$ cat src/hdl/mrf_pkg.sv
`timescale 1ns / 1ps

package mrf_pkg;

  localparam int unsigned HDR_LEN    = 1;
  localparam int unsigned PRESET_LEN = 6;
  localparam int unsigned FRAME_LEN  = PRESET_LEN + 2;

  localparam logic [7:0]  FN_READ_HOLDING = 8'h03;
  localparam logic [7:0]  FN_READ_INPUT   = 8'h04;
  localparam logic [7:0]  FN_EXCEPTION    = 8'h80;
  localparam logic [15:0] CRC_INIT        = 16'hFFFF;
  localparam logic [15:0] CRC_POLY        = 16'hA001;

  localparam logic [7:0]  SLAVE_ADDR_RESET = 8'h01;

  typedef enum logic [1:0] {
    ST_OK             = 2'd0,
    ST_REJECTED       = 2'd1,
    ST_COUNT_MISMATCH = 2'd2
  } status_e;

  typedef enum logic {
    CMD_REQUEST = 1'b0,
    CMD_VERDICT = 1'b1
  } cmd_kind_e;

  typedef struct packed {
    cmd_kind_e   kind;
    logic [7:0]  slave;
    logic [7:0]  fn;
    logic [15:0] reg_addr;
    logic [15:0] voc;
    status_e     status;
    logic [6:0]  cnt;
    logic [15:0] val;
  } cmd_t;

endpackage

$ cat src/hdl/mrf_front.sv
`timescale 1ns / 1ps

module mrf_front #(
  parameter int unsigned MAX_FRAME_BYTES = 256
) (
  input  logic              clk_i,
  input  logic              rst_ni,
  input  logic              accept_i,
  input  logic              kind_i,
  input  logic [7:0]        function_code_i,
  input  logic [15:0]       reg_addr_i,
  input  logic [15:0]       value_or_count_i,
  input  logic [7:0]        rx_byte_i,
  input  logic              rx_last_i,
  input  logic [7:0]        slave_addr_i,
  output logic              push_o,
  output mrf_pkg::cmd_t     cmd_o
);

  localparam int unsigned IDX_W = $clog2(MAX_FRAME_BYTES + 1);

  logic [15:0]      req_count_q, req_count_d;
  logic [IDX_W-1:0] idx_q, idx_d;
  logic             addr_ok_q, addr_ok_d;
  logic [7:0]       fn_q, fn_d;
  logic [7:0]       byte_count_q, byte_count_d;
  logic [15:0]      first_word_q, first_word_d;

  logic             addr_ok_n;
  logic [7:0]       fn_n;
  logic [7:0]       byte_count_n;
  logic [15:0]      first_word_n;
  logic [6:0]       got;
  logic             is_read;

  always_comb begin
    addr_ok_n    = addr_ok_q;
    fn_n         = fn_q;
    byte_count_n = byte_count_q;
    first_word_n = first_word_q;
    if (idx_q == IDX_W'(0)) begin
      addr_ok_n = (rx_byte_i == slave_addr_i);
    end
    if (idx_q == IDX_W'(mrf_pkg::HDR_LEN)) begin
      fn_n = rx_byte_i;
    end
    if (idx_q == IDX_W'(mrf_pkg::HDR_LEN + 1)) begin
      byte_count_n = rx_byte_i;
    end
    if (idx_q == IDX_W'(mrf_pkg::HDR_LEN + 2)) begin
      first_word_n[15:8] = rx_byte_i;
    end
    if (idx_q == IDX_W'(mrf_pkg::HDR_LEN + 3)) begin
      first_word_n[7:0] = rx_byte_i;
    end
  end

  assign got     = byte_count_n[7:1];
  assign is_read = (fn_n == mrf_pkg::FN_READ_HOLDING) || (fn_n == mrf_pkg::FN_READ_INPUT);

  always_comb begin
    cmd_o          = '0;
    cmd_o.slave    = slave_addr_i;
    cmd_o.fn       = function_code_i;
    cmd_o.reg_addr = reg_addr_i;
    cmd_o.voc      = value_or_count_i;
    if (kind_i) begin
      cmd_o.kind     = mrf_pkg::CMD_VERDICT;
      cmd_o.slave    = '0;
      cmd_o.fn       = '0;
      cmd_o.reg_addr = '0;
      cmd_o.voc      = '0;
      priority if (!addr_ok_n || fn_n >= mrf_pkg::FN_EXCEPTION) begin
        cmd_o.status = mrf_pkg::ST_REJECTED;
      end else if (is_read) begin
        if ({9'd0, got} == req_count_q) begin
          cmd_o.status = mrf_pkg::ST_OK;
          cmd_o.cnt    = got;
          cmd_o.val    = first_word_n;
        end else begin
          cmd_o.status = mrf_pkg::ST_COUNT_MISMATCH;
        end
      end else begin
        cmd_o.status = mrf_pkg::ST_OK;
        cmd_o.cnt    = 7'd1;
        cmd_o.val    = first_word_n;
      end
    end else begin
      cmd_o.kind = mrf_pkg::CMD_REQUEST;
    end
  end

  assign push_o = accept_i && (!kind_i || rx_last_i);

  always_comb begin
    req_count_d  = req_count_q;
    idx_d        = idx_q;
    addr_ok_d    = addr_ok_q;
    fn_d         = fn_q;
    byte_count_d = byte_count_q;
    first_word_d = first_word_q;
    if (accept_i) begin
      if (!kind_i || rx_last_i) begin
        if (!kind_i) begin
          req_count_d = value_or_count_i;
        end
        idx_d        = '0;
        addr_ok_d    = 1'b0;
        fn_d         = '0;
        byte_count_d = '0;
        first_word_d = '0;
      end else begin
        addr_ok_d    = addr_ok_n;
        fn_d         = fn_n;
        byte_count_d = byte_count_n;
        first_word_d = first_word_n;
        if (idx_q != IDX_W'(MAX_FRAME_BYTES)) begin
          idx_d = idx_q + IDX_W'(1);
        end
      end
    end
  end

  always_ff @(posedge clk_i or negedge rst_ni) begin
    if (!rst_ni) begin
      req_count_q  <= '0;
      idx_q        <= '0;
      addr_ok_q    <= 1'b0;
      fn_q         <= '0;
      byte_count_q <= '0;
      first_word_q <= '0;
    end else begin
      req_count_q  <= req_count_d;
      idx_q        <= idx_d;
      addr_ok_q    <= addr_ok_d;
      fn_q         <= fn_d;
      byte_count_q <= byte_count_d;
      first_word_q <= first_word_d;
    end
  end

endmodule

$ cat src/hdl/mrf_fifo.sv
`timescale 1ns / 1ps

module mrf_fifo #(
  parameter int unsigned DEPTH = 2
) (
  input  logic          clk_i,
  input  logic          rst_ni,
  input  logic          push_i,
  input  mrf_pkg::cmd_t data_i,
  input  logic          pop_i,
  output mrf_pkg::cmd_t data_o,
  output logic          full_o,
  output logic          empty_o
);

  localparam int unsigned PTR_W = (DEPTH > 1) ? $clog2(DEPTH) : 1;
  localparam int unsigned CNT_W = $clog2(DEPTH + 1);

  mrf_pkg::cmd_t    mem_q [DEPTH];
  logic [PTR_W-1:0] wr_ptr_q, wr_ptr_d;
  logic [PTR_W-1:0] rd_ptr_q, rd_ptr_d;
  logic [CNT_W-1:0] count_q, count_d;
  logic             do_push, do_pop;

  assign full_o  = (count_q == CNT_W'(DEPTH));
  assign empty_o = (count_q == '0);
  assign do_push = push_i && !full_o;
  assign do_pop  = pop_i && !empty_o;
  assign data_o  = mem_q[rd_ptr_q];

  always_comb begin
    wr_ptr_d = wr_ptr_q;
    rd_ptr_d = rd_ptr_q;
    count_d  = count_q;
    if (do_push) begin
      wr_ptr_d = (wr_ptr_q == PTR_W'(DEPTH - 1)) ? '0 : wr_ptr_q + PTR_W'(1);
    end
    if (do_pop) begin
      rd_ptr_d = (rd_ptr_q == PTR_W'(DEPTH - 1)) ? '0 : rd_ptr_q + PTR_W'(1);
    end
    if (do_push && !do_pop) begin
      count_d = count_q + CNT_W'(1);
    end else if (do_pop && !do_push) begin
      count_d = count_q - CNT_W'(1);
    end
  end

  always_ff @(posedge clk_i) begin
    if (do_push) begin
      mem_q[wr_ptr_q] <= data_i;
    end
  end

  always_ff @(posedge clk_i or negedge rst_ni) begin
    if (!rst_ni) begin
      wr_ptr_q <= '0;
      rd_ptr_q <= '0;
      count_q  <= '0;
    end else begin
      wr_ptr_q <= wr_ptr_d;
      rd_ptr_q <= rd_ptr_d;
      count_q  <= count_d;
    end
  end

endmodule

$ cat src/hdl/mrf_back.sv
`timescale 1ns / 1ps

module mrf_back (
  input  logic          clk_i,
  input  logic          rst_ni,
  input  mrf_pkg::cmd_t cmd_i,
  input  logic          empty_i,
  output logic          pop_o,
  output logic          out_valid_o,
  input  logic          out_ready_i,
  output logic          out_kind_o,
  output logic [7:0]    tx_byte_o,
  output logic          last_o,
  output logic [1:0]    status_o,
  output logic [6:0]    reg_count_o,
  output logic [15:0]   reg_value_o
);

  function automatic logic [15:0] crc_byte(logic [15:0] crc, logic [7:0] b);
    logic [15:0] c;
    c = crc ^ {8'd0, b};
    for (int k = 0; k < 8; k++) begin
      c = c[0] ? ((c >> 1) ^ mrf_pkg::CRC_POLY) : (c >> 1);
    end
    return c;
  endfunction

  logic [2:0]  idx_q, idx_d;
  logic [15:0] crc_q, crc_d;
  logic        valid_q, valid_d;
  logic        kind_q, kind_d;
  logic [7:0]  byte_q, byte_d;
  logic        last_q, last_d;
  logic [1:0]  status_q, status_d;
  logic [6:0]  cnt_q, cnt_d;
  logic [15:0] val_q, val_d;
  logic        adv, fire;
  logic [7:0]  tx;

  assign adv  = !valid_q || out_ready_i;
  assign fire = adv && !empty_i;

  always_comb begin
    unique case (idx_q)
      3'd0:    tx = cmd_i.slave;
      3'd1:    tx = cmd_i.fn;
      3'd2:    tx = cmd_i.reg_addr[15:8];
      3'd3:    tx = cmd_i.reg_addr[7:0];
      3'd4:    tx = cmd_i.voc[15:8];
      3'd5:    tx = cmd_i.voc[7:0];
      3'd6:    tx = crc_q[7:0];
      default: tx = crc_q[15:8];
    endcase
  end

  always_comb begin
    idx_d    = idx_q;
    crc_d    = crc_q;
    valid_d  = valid_q;
    kind_d   = kind_q;
    byte_d   = byte_q;
    last_d   = last_q;
    status_d = status_q;
    cnt_d    = cnt_q;
    val_d    = val_q;
    pop_o    = 1'b0;
    if (adv) begin
      valid_d = 1'b0;
    end
    if (fire) begin
      valid_d = 1'b1;
      if (cmd_i.kind == mrf_pkg::CMD_VERDICT) begin
        kind_d   = 1'b1;
        byte_d   = '0;
        last_d   = 1'b1;
        status_d = cmd_i.status;
        cnt_d    = cmd_i.cnt;
        val_d    = cmd_i.val;
        pop_o    = 1'b1;
        idx_d    = '0;
        crc_d    = mrf_pkg::CRC_INIT;
      end else begin
        kind_d   = 1'b0;
        byte_d   = tx;
        last_d   = (idx_q == 3'(mrf_pkg::FRAME_LEN - 1));
        status_d = mrf_pkg::ST_OK;
        cnt_d    = '0;
        val_d    = '0;
        if (idx_q < 3'(mrf_pkg::PRESET_LEN)) begin
          crc_d = crc_byte(crc_q, tx);
        end
        if (idx_q == 3'(mrf_pkg::FRAME_LEN - 1)) begin
          pop_o = 1'b1;
          idx_d = '0;
          crc_d = mrf_pkg::CRC_INIT;
        end else begin
          idx_d = idx_q + 3'd1;
        end
      end
    end
  end

  always_ff @(posedge clk_i or negedge rst_ni) begin
    if (!rst_ni) begin
      idx_q   <= '0;
      crc_q   <= mrf_pkg::CRC_INIT;
      valid_q <= 1'b0;
    end else begin
      idx_q   <= idx_d;
      crc_q   <= crc_d;
      valid_q <= valid_d;
    end
  end

  always_ff @(posedge clk_i) begin
    kind_q   <= kind_d;
    byte_q   <= byte_d;
    last_q   <= last_d;
    status_q <= status_d;
    cnt_q    <= cnt_d;
    val_q    <= val_d;
  end

  assign out_valid_o = valid_q;
  assign out_kind_o  = kind_q;
  assign tx_byte_o   = byte_q;
  assign last_o      = last_q;
  assign status_o    = status_q;
  assign reg_count_o = cnt_q;
  assign reg_value_o = val_q;

endmodule

$ cat src/hdl/modbus_rtu_master_framer_core.sv
`timescale 1ns / 1ps
// Channel  | Handshake            | Word
// in       | in_valid/in_ready    | kind, function_code, reg_addr, value_or_count, rx_byte, rx_last
// out      | out_valid/out_ready  | out_kind, tx_byte, last, status, reg_count, reg_value
// cfg      | APB psel/penable     | slave_address at 0x0
// One input word per cycle while the command queue (QUEUE_DEPTH) has room.
// A request gives 8 out words from the byte sequencer; CRC one byte a cycle unless out stalls.
// The last response byte pushes its verdict into the queue as it is accepted.
// Reset clears all control state and sets slave_address to 1; no clearing pass.
// Out stalls fill the queue, then drop in_ready.

module modbus_rtu_master_framer_core #(
  parameter int unsigned MAX_FRAME_BYTES = 256,
  parameter int unsigned QUEUE_DEPTH     = 2
) (
  input  logic        clk_i,
  input  logic        rst_ni,
  input  logic        in_valid_i,
  output logic        in_ready_o,
  input  logic        kind_i,
  input  logic [7:0]  function_code_i,
  input  logic [15:0] reg_addr_i,
  input  logic [15:0] value_or_count_i,
  input  logic [7:0]  rx_byte_i,
  input  logic        rx_last_i,
  output logic        out_valid_o,
  input  logic        out_ready_i,
  output logic        out_kind_o,
  output logic [7:0]  tx_byte_o,
  output logic        last_o,
  output logic [1:0]  status_o,
  output logic [6:0]  reg_count_o,
  output logic [15:0] reg_value_o,
  input  logic        psel,
  input  logic        penable,
  input  logic        pwrite,
  input  logic [2:0]  paddr,
  input  logic [31:0] pwdata,
  output logic [31:0] prdata,
  output logic        pready
);

  logic [7:0]    slave_q, slave_d;
  logic          accept;
  logic          push, pop, full, empty;
  mrf_pkg::cmd_t push_cmd, head_cmd;

  assign pready = 1'b1;
  assign prdata = paddr[2] ? 32'd0 : {24'd0, slave_q};

  always_comb begin
    slave_d = slave_q;
    if (psel && penable && pwrite && pready && !paddr[2]) begin
      slave_d = pwdata[7:0];
    end
  end

  always_ff @(posedge clk_i or negedge rst_ni) begin
    if (!rst_ni) begin
      slave_q <= mrf_pkg::SLAVE_ADDR_RESET;
    end else begin
      slave_q <= slave_d;
    end
  end

  assign in_ready_o = !full;
  assign accept     = in_valid_i && in_ready_o;

  mrf_front #(
    .MAX_FRAME_BYTES(MAX_FRAME_BYTES)
  ) u_front (
    .clk_i           (clk_i),
    .rst_ni          (rst_ni),
    .accept_i        (accept),
    .kind_i          (kind_i),
    .function_code_i (function_code_i),
    .reg_addr_i      (reg_addr_i),
    .value_or_count_i(value_or_count_i),
    .rx_byte_i       (rx_byte_i),
    .rx_last_i       (rx_last_i),
    .slave_addr_i    (slave_q),
    .push_o          (push),
    .cmd_o           (push_cmd)
  );

  mrf_fifo #(
    .DEPTH(QUEUE_DEPTH)
  ) u_fifo (
    .clk_i  (clk_i),
    .rst_ni (rst_ni),
    .push_i (push),
    .data_i (push_cmd),
    .pop_i  (pop),
    .data_o (head_cmd),
    .full_o (full),
    .empty_o(empty)
  );

  mrf_back u_back (
    .clk_i      (clk_i),
    .rst_ni     (rst_ni),
    .cmd_i      (head_cmd),
    .empty_i    (empty),
    .pop_o      (pop),
    .out_valid_o(out_valid_o),
    .out_ready_i(out_ready_i),
    .out_kind_o (out_kind_o),
    .tx_byte_o  (tx_byte_o),
    .last_o     (last_o),
    .status_o   (status_o),
    .reg_count_o(reg_count_o),
    .reg_value_o(reg_value_o)
  );

endmodule

$ cat config.mk
export PLATFORM = sky130hd
export DESIGN_NAME = modbus_rtu_master_framer_core
export DESIGN_NICKNAME = d
export VERILOG_FILES = /design/src/hdl/mrf_pkg.sv /design/src/hdl/mrf_front.sv /design/src/hdl/mrf_fifo.sv /design/src/hdl/mrf_back.sv /design/src/hdl/modbus_rtu_master_framer_core.sv
export SDC_FILE = /design/constraint.sdc
export NUM_CORES = 1
export LEC_CHECK = 0
export BUFFER_PORTS_ARGS = -buffer_cell sky130_fd_sc_hd__buf_2
export CORE_MARGIN = 3
export CORE_UTILIZATION = 40
export DETAILED_ROUTE_END_ITERATION = 7
export GPL_TIMING_DRIVEN = 0
export SYNTH_ARGS = -nofsm -noshare
export SYNTH_HDL_FRONTEND = slang
export SYNTH_HIERARCHICAL = 1
export SYNTH_SLANG_ARGS = --single-unit
export TNS_END_PERCENT = 1
$ cat constraint.sdc
create_clock -name clk_i -period 12.5 [get_ports clk_i]
set_input_delay 1.25 -clock clk_i [delete_from_list [all_inputs] [get_ports clk_i]]
set_output_delay 1.25 -clock clk_i [all_outputs]
set_load 0.01 [all_outputs]
==> metrics.cfg <==
[global_route]
grt-ovfl-total = 0
antenna_found_initial = 0
grt_max_degree = 56
grt.total_usage_pct = 16.4
grt_pass1_wl_um = 43700
first_global_vias = 7398

[placed_design]
place_area_um2 = 14000
dp_hpwl_um = 20000
routabilityCongestion = 0.887
dp_cells = 1431
port_buffers = 105

[critical_path]
max_stage_delay_ps = 620
critical_path_arrival_ps = 4440
required_ps = 12740
crit_type = input pin to register
r2r_slack_ps = 8390
cp_cell_sequence = buf_2 -> nor2b_1 -> clkbuf_1 -> inv_1 -> nor2_1 -> nand2_1 -> nor2_4 -> buf_12 -> buf_12
crit_path_top_delay_cell = nor2_4
crit_fanout = 30
critPathCaptureType = register
cpMostUsedCell = buf_12
start_kind = input pin

[drt]
drt-vias-per-instance = 5.09
drc = 0
wl_per_cell_um = 19.1
drt-initial-drc-count = 565
drtPass1Iterations = 5
drtAntennaViolNets = 0
routed_wl_um = 28300
vias = 7548

[cells_and_area]
num_antenna_cells = 0
final_area_um2 = 14900
areaGrowthSynthToFinish_pct = 16.6
final_cell_count_no_fill = 1482
utilization_pct = 48.0
drive_gt1_share_pct = 32.7
nNetsFinal = 1168

[timing]
layout_min_cycle_time_ps = 4200
setup_viol = 0
setup_tns_ps = 0
max_freq_mhz = 238
finalMaxSlewViolations = 0
min_period_over_period_pct = 33.6
worst_pin_slew_ps = 853
skew_ps = 10.7
rsz0062_at_grt = no
worst_hold_slack_ps = 495
slew_headroom_pct = 43.0
finalHoldViolCount = 0

[pwr]
ir_drop_mv = 0.208
p_leak_uw = 0.00602
p_per_area_nw_per_um2 = 246

[job]
drv_cap = 0

[logic_synthesis]
ys_ff_latch = 272
netlist_area_um2 = 12800
syn_inst = 903
yosysSeqAreaShare_pct = 60.5
synth_edf_count = 183
synth_top_flop_cell = edfxtp_1
yosys_warnings = 6
syn_area_per_cell_um2 = 14.2
synthArstFlopShare_pct = 32.7
synth_cell_types = 65

[die]
coreArea_um2 = 31100
start_util_pct = 41.2
fp.dieH_um = 185
dieArea_um2 = 34200
die_w_um = 185
row_count = 64
ios = 162

[clock_tree]
cts-root-buf = clkbuf_16
htree_levels = 1
cts_num_sinks = 272
holdBufCountCts = 0
clk_latency_ps = 550
cts_buffer_depth = 3
post-cts-setup-buffer-count = 0
cts_tree = built
path_clk_slew_ps = 60
cts_buffers = 28
cts_resized = 0

[min_path]
hold_class = register to register

[run_status]
status = finished clean

[cells in the mapped netlist (11+ instances only)]
master	instances	area, µm²
nor2_1	44	165
a22o_1	31	272
nor2b_1	56	350
buf_4	28	210
mux2i_1	16	160
buf_6	12	135
nand2_1	28	105
mux2_2	60	676
dfstp_2	17	447
xnor2_1	15	131
xor2_1	24	210
inv_1	19	71.3
mux2_4	51	766
a21oi_1	31	155
and2_1	25	156
edfxtp_1	183	5500
clkbuf_1	25	93.8
nor3_1	18	90.1
dfrtp_1	72	1800
o21ai_0	12	60.1
ha_1	11	138
[cells by family (layout without fill, tap and decap cells)]
kind of cell             Yosys count  after routing  share of synthesized area (%)
adder cells (fa/ha/maj)           11             11                           1.08
XOR/XNOR                          45             45                           3.55
AND/OR/NAND/NOR                  228            228                           10.6
flip-flops                       272            272                           60.5
buffers and inverters             91            251                           4.27
multiplexers                     128            128                           12.6
AO/OA/AOI/OAI                    126            126                           7.33
other                              2             25                         0.0587
[registers in the layout, indices dropped and copies added (netlist names), 2 cells and up]
register / count
u_back/idx_q: 3
u_fifo/count_q: 2
u_back/crc_q: 16
u_front/idx_q: 9
slave_q: 8
u_back/reg_count_o: 7
u_back/tx_byte_o: 8
u_front/fn_q: 8
u_back/status_o: 2
u_back/reg_value_o: 16
u_fifo/mem_q: 148
u_front/first_word_q: 16
u_front/byte_count_q: 7
u_front/req_count_q: 16
[critical path: cells and delay by family]
family        cells  cell delay, ps
simple gates      4            1960
buf+inv           5            1180
[stage by stage]
step / setup WS, ps / power, µW
finish: 8300 / 3670
global route: 8080 / 3880
CTS: 8340 / 3710
detailed placement: 7770 / 2870
global placement: 3660 / 2850
floorplan: 6610 / 2490
[report_power, final]
group | leakage, µW | internal, µW | switching (µW)
Sequential | 0.00287 | 1240 | 102
Clock | 0.000444 | 486 | 335
Combinational | 0.00271 | 722 | 787
Total | 0.00602 | 2450 | 1220
[metal layers]
layer  vias to the layer above  global-route usage [%]  part of all wire, %
li1                       3601                       -                    -
met2                       209                    24.2                   43
met1                      3698                    25.3                   50
met3                        40                    2.67                  5.1
met4                         0                    4.41                  2.1
met5                         -                       0                    0
[layout make-up]
type	instances	area, µm²
buffer	72	474
clock buffer	40	807
clock inverter	11	97.6
fill	2742	16200
inverter	19	71.3
multi-input combinational	563	4600
sequential	272	7740
tap	396	495
timing repair buffer	109	623
[worst paths after layout]
path,cells after the start,startpoint,end
worst max-delay path,9,in_valid_i,u_fifo/mem_q[0][54]
worst max register to register,10,u_fifo/count_q[0],u_fifo/mem_q[0][54]
max in group asynchronous,2,rst_ni,u_back/crc_q[14]
worst min register to register,1,u_front/fn_q[4],u_front/fn_q[4]
min in group asynchronous,1,rst_ni,u_front/first_word_q[7]
worst min-delay path,1,u_front/fn_q[4],u_front/fn_q[4]
[cell usage in the layout (no fill, tap or decap), types with 15 or more instances in the layout]
cell / synthesis / final
buf_2: 7 / 111
a21oi_1: 31 / 31
nor2b_1: 56 / 56
xnor2_1: 15 / 15
edfxtp_1: 183 / 183
nor2_1: 44 / 43
nand2_1: 28 / 28
xor2_1: 24 / 24
dfstp_2: 17 / 17
mux2_2: 60 / 60
dfrtp_1: 72 / 72
inv_1: 19 / 18
a22o_1: 31 / 31
mux2_4: 51 / 51
nor3_1: 18 / 18
conb_1: 2 / 25
mux2i_1: 16 / 16
and2_1: 25 / 25
clkbuf_16: 0 / 29
buf_4: 28 / 29
clkbuf_1: 25 / 32
Power figures use the tool's default switching activity.
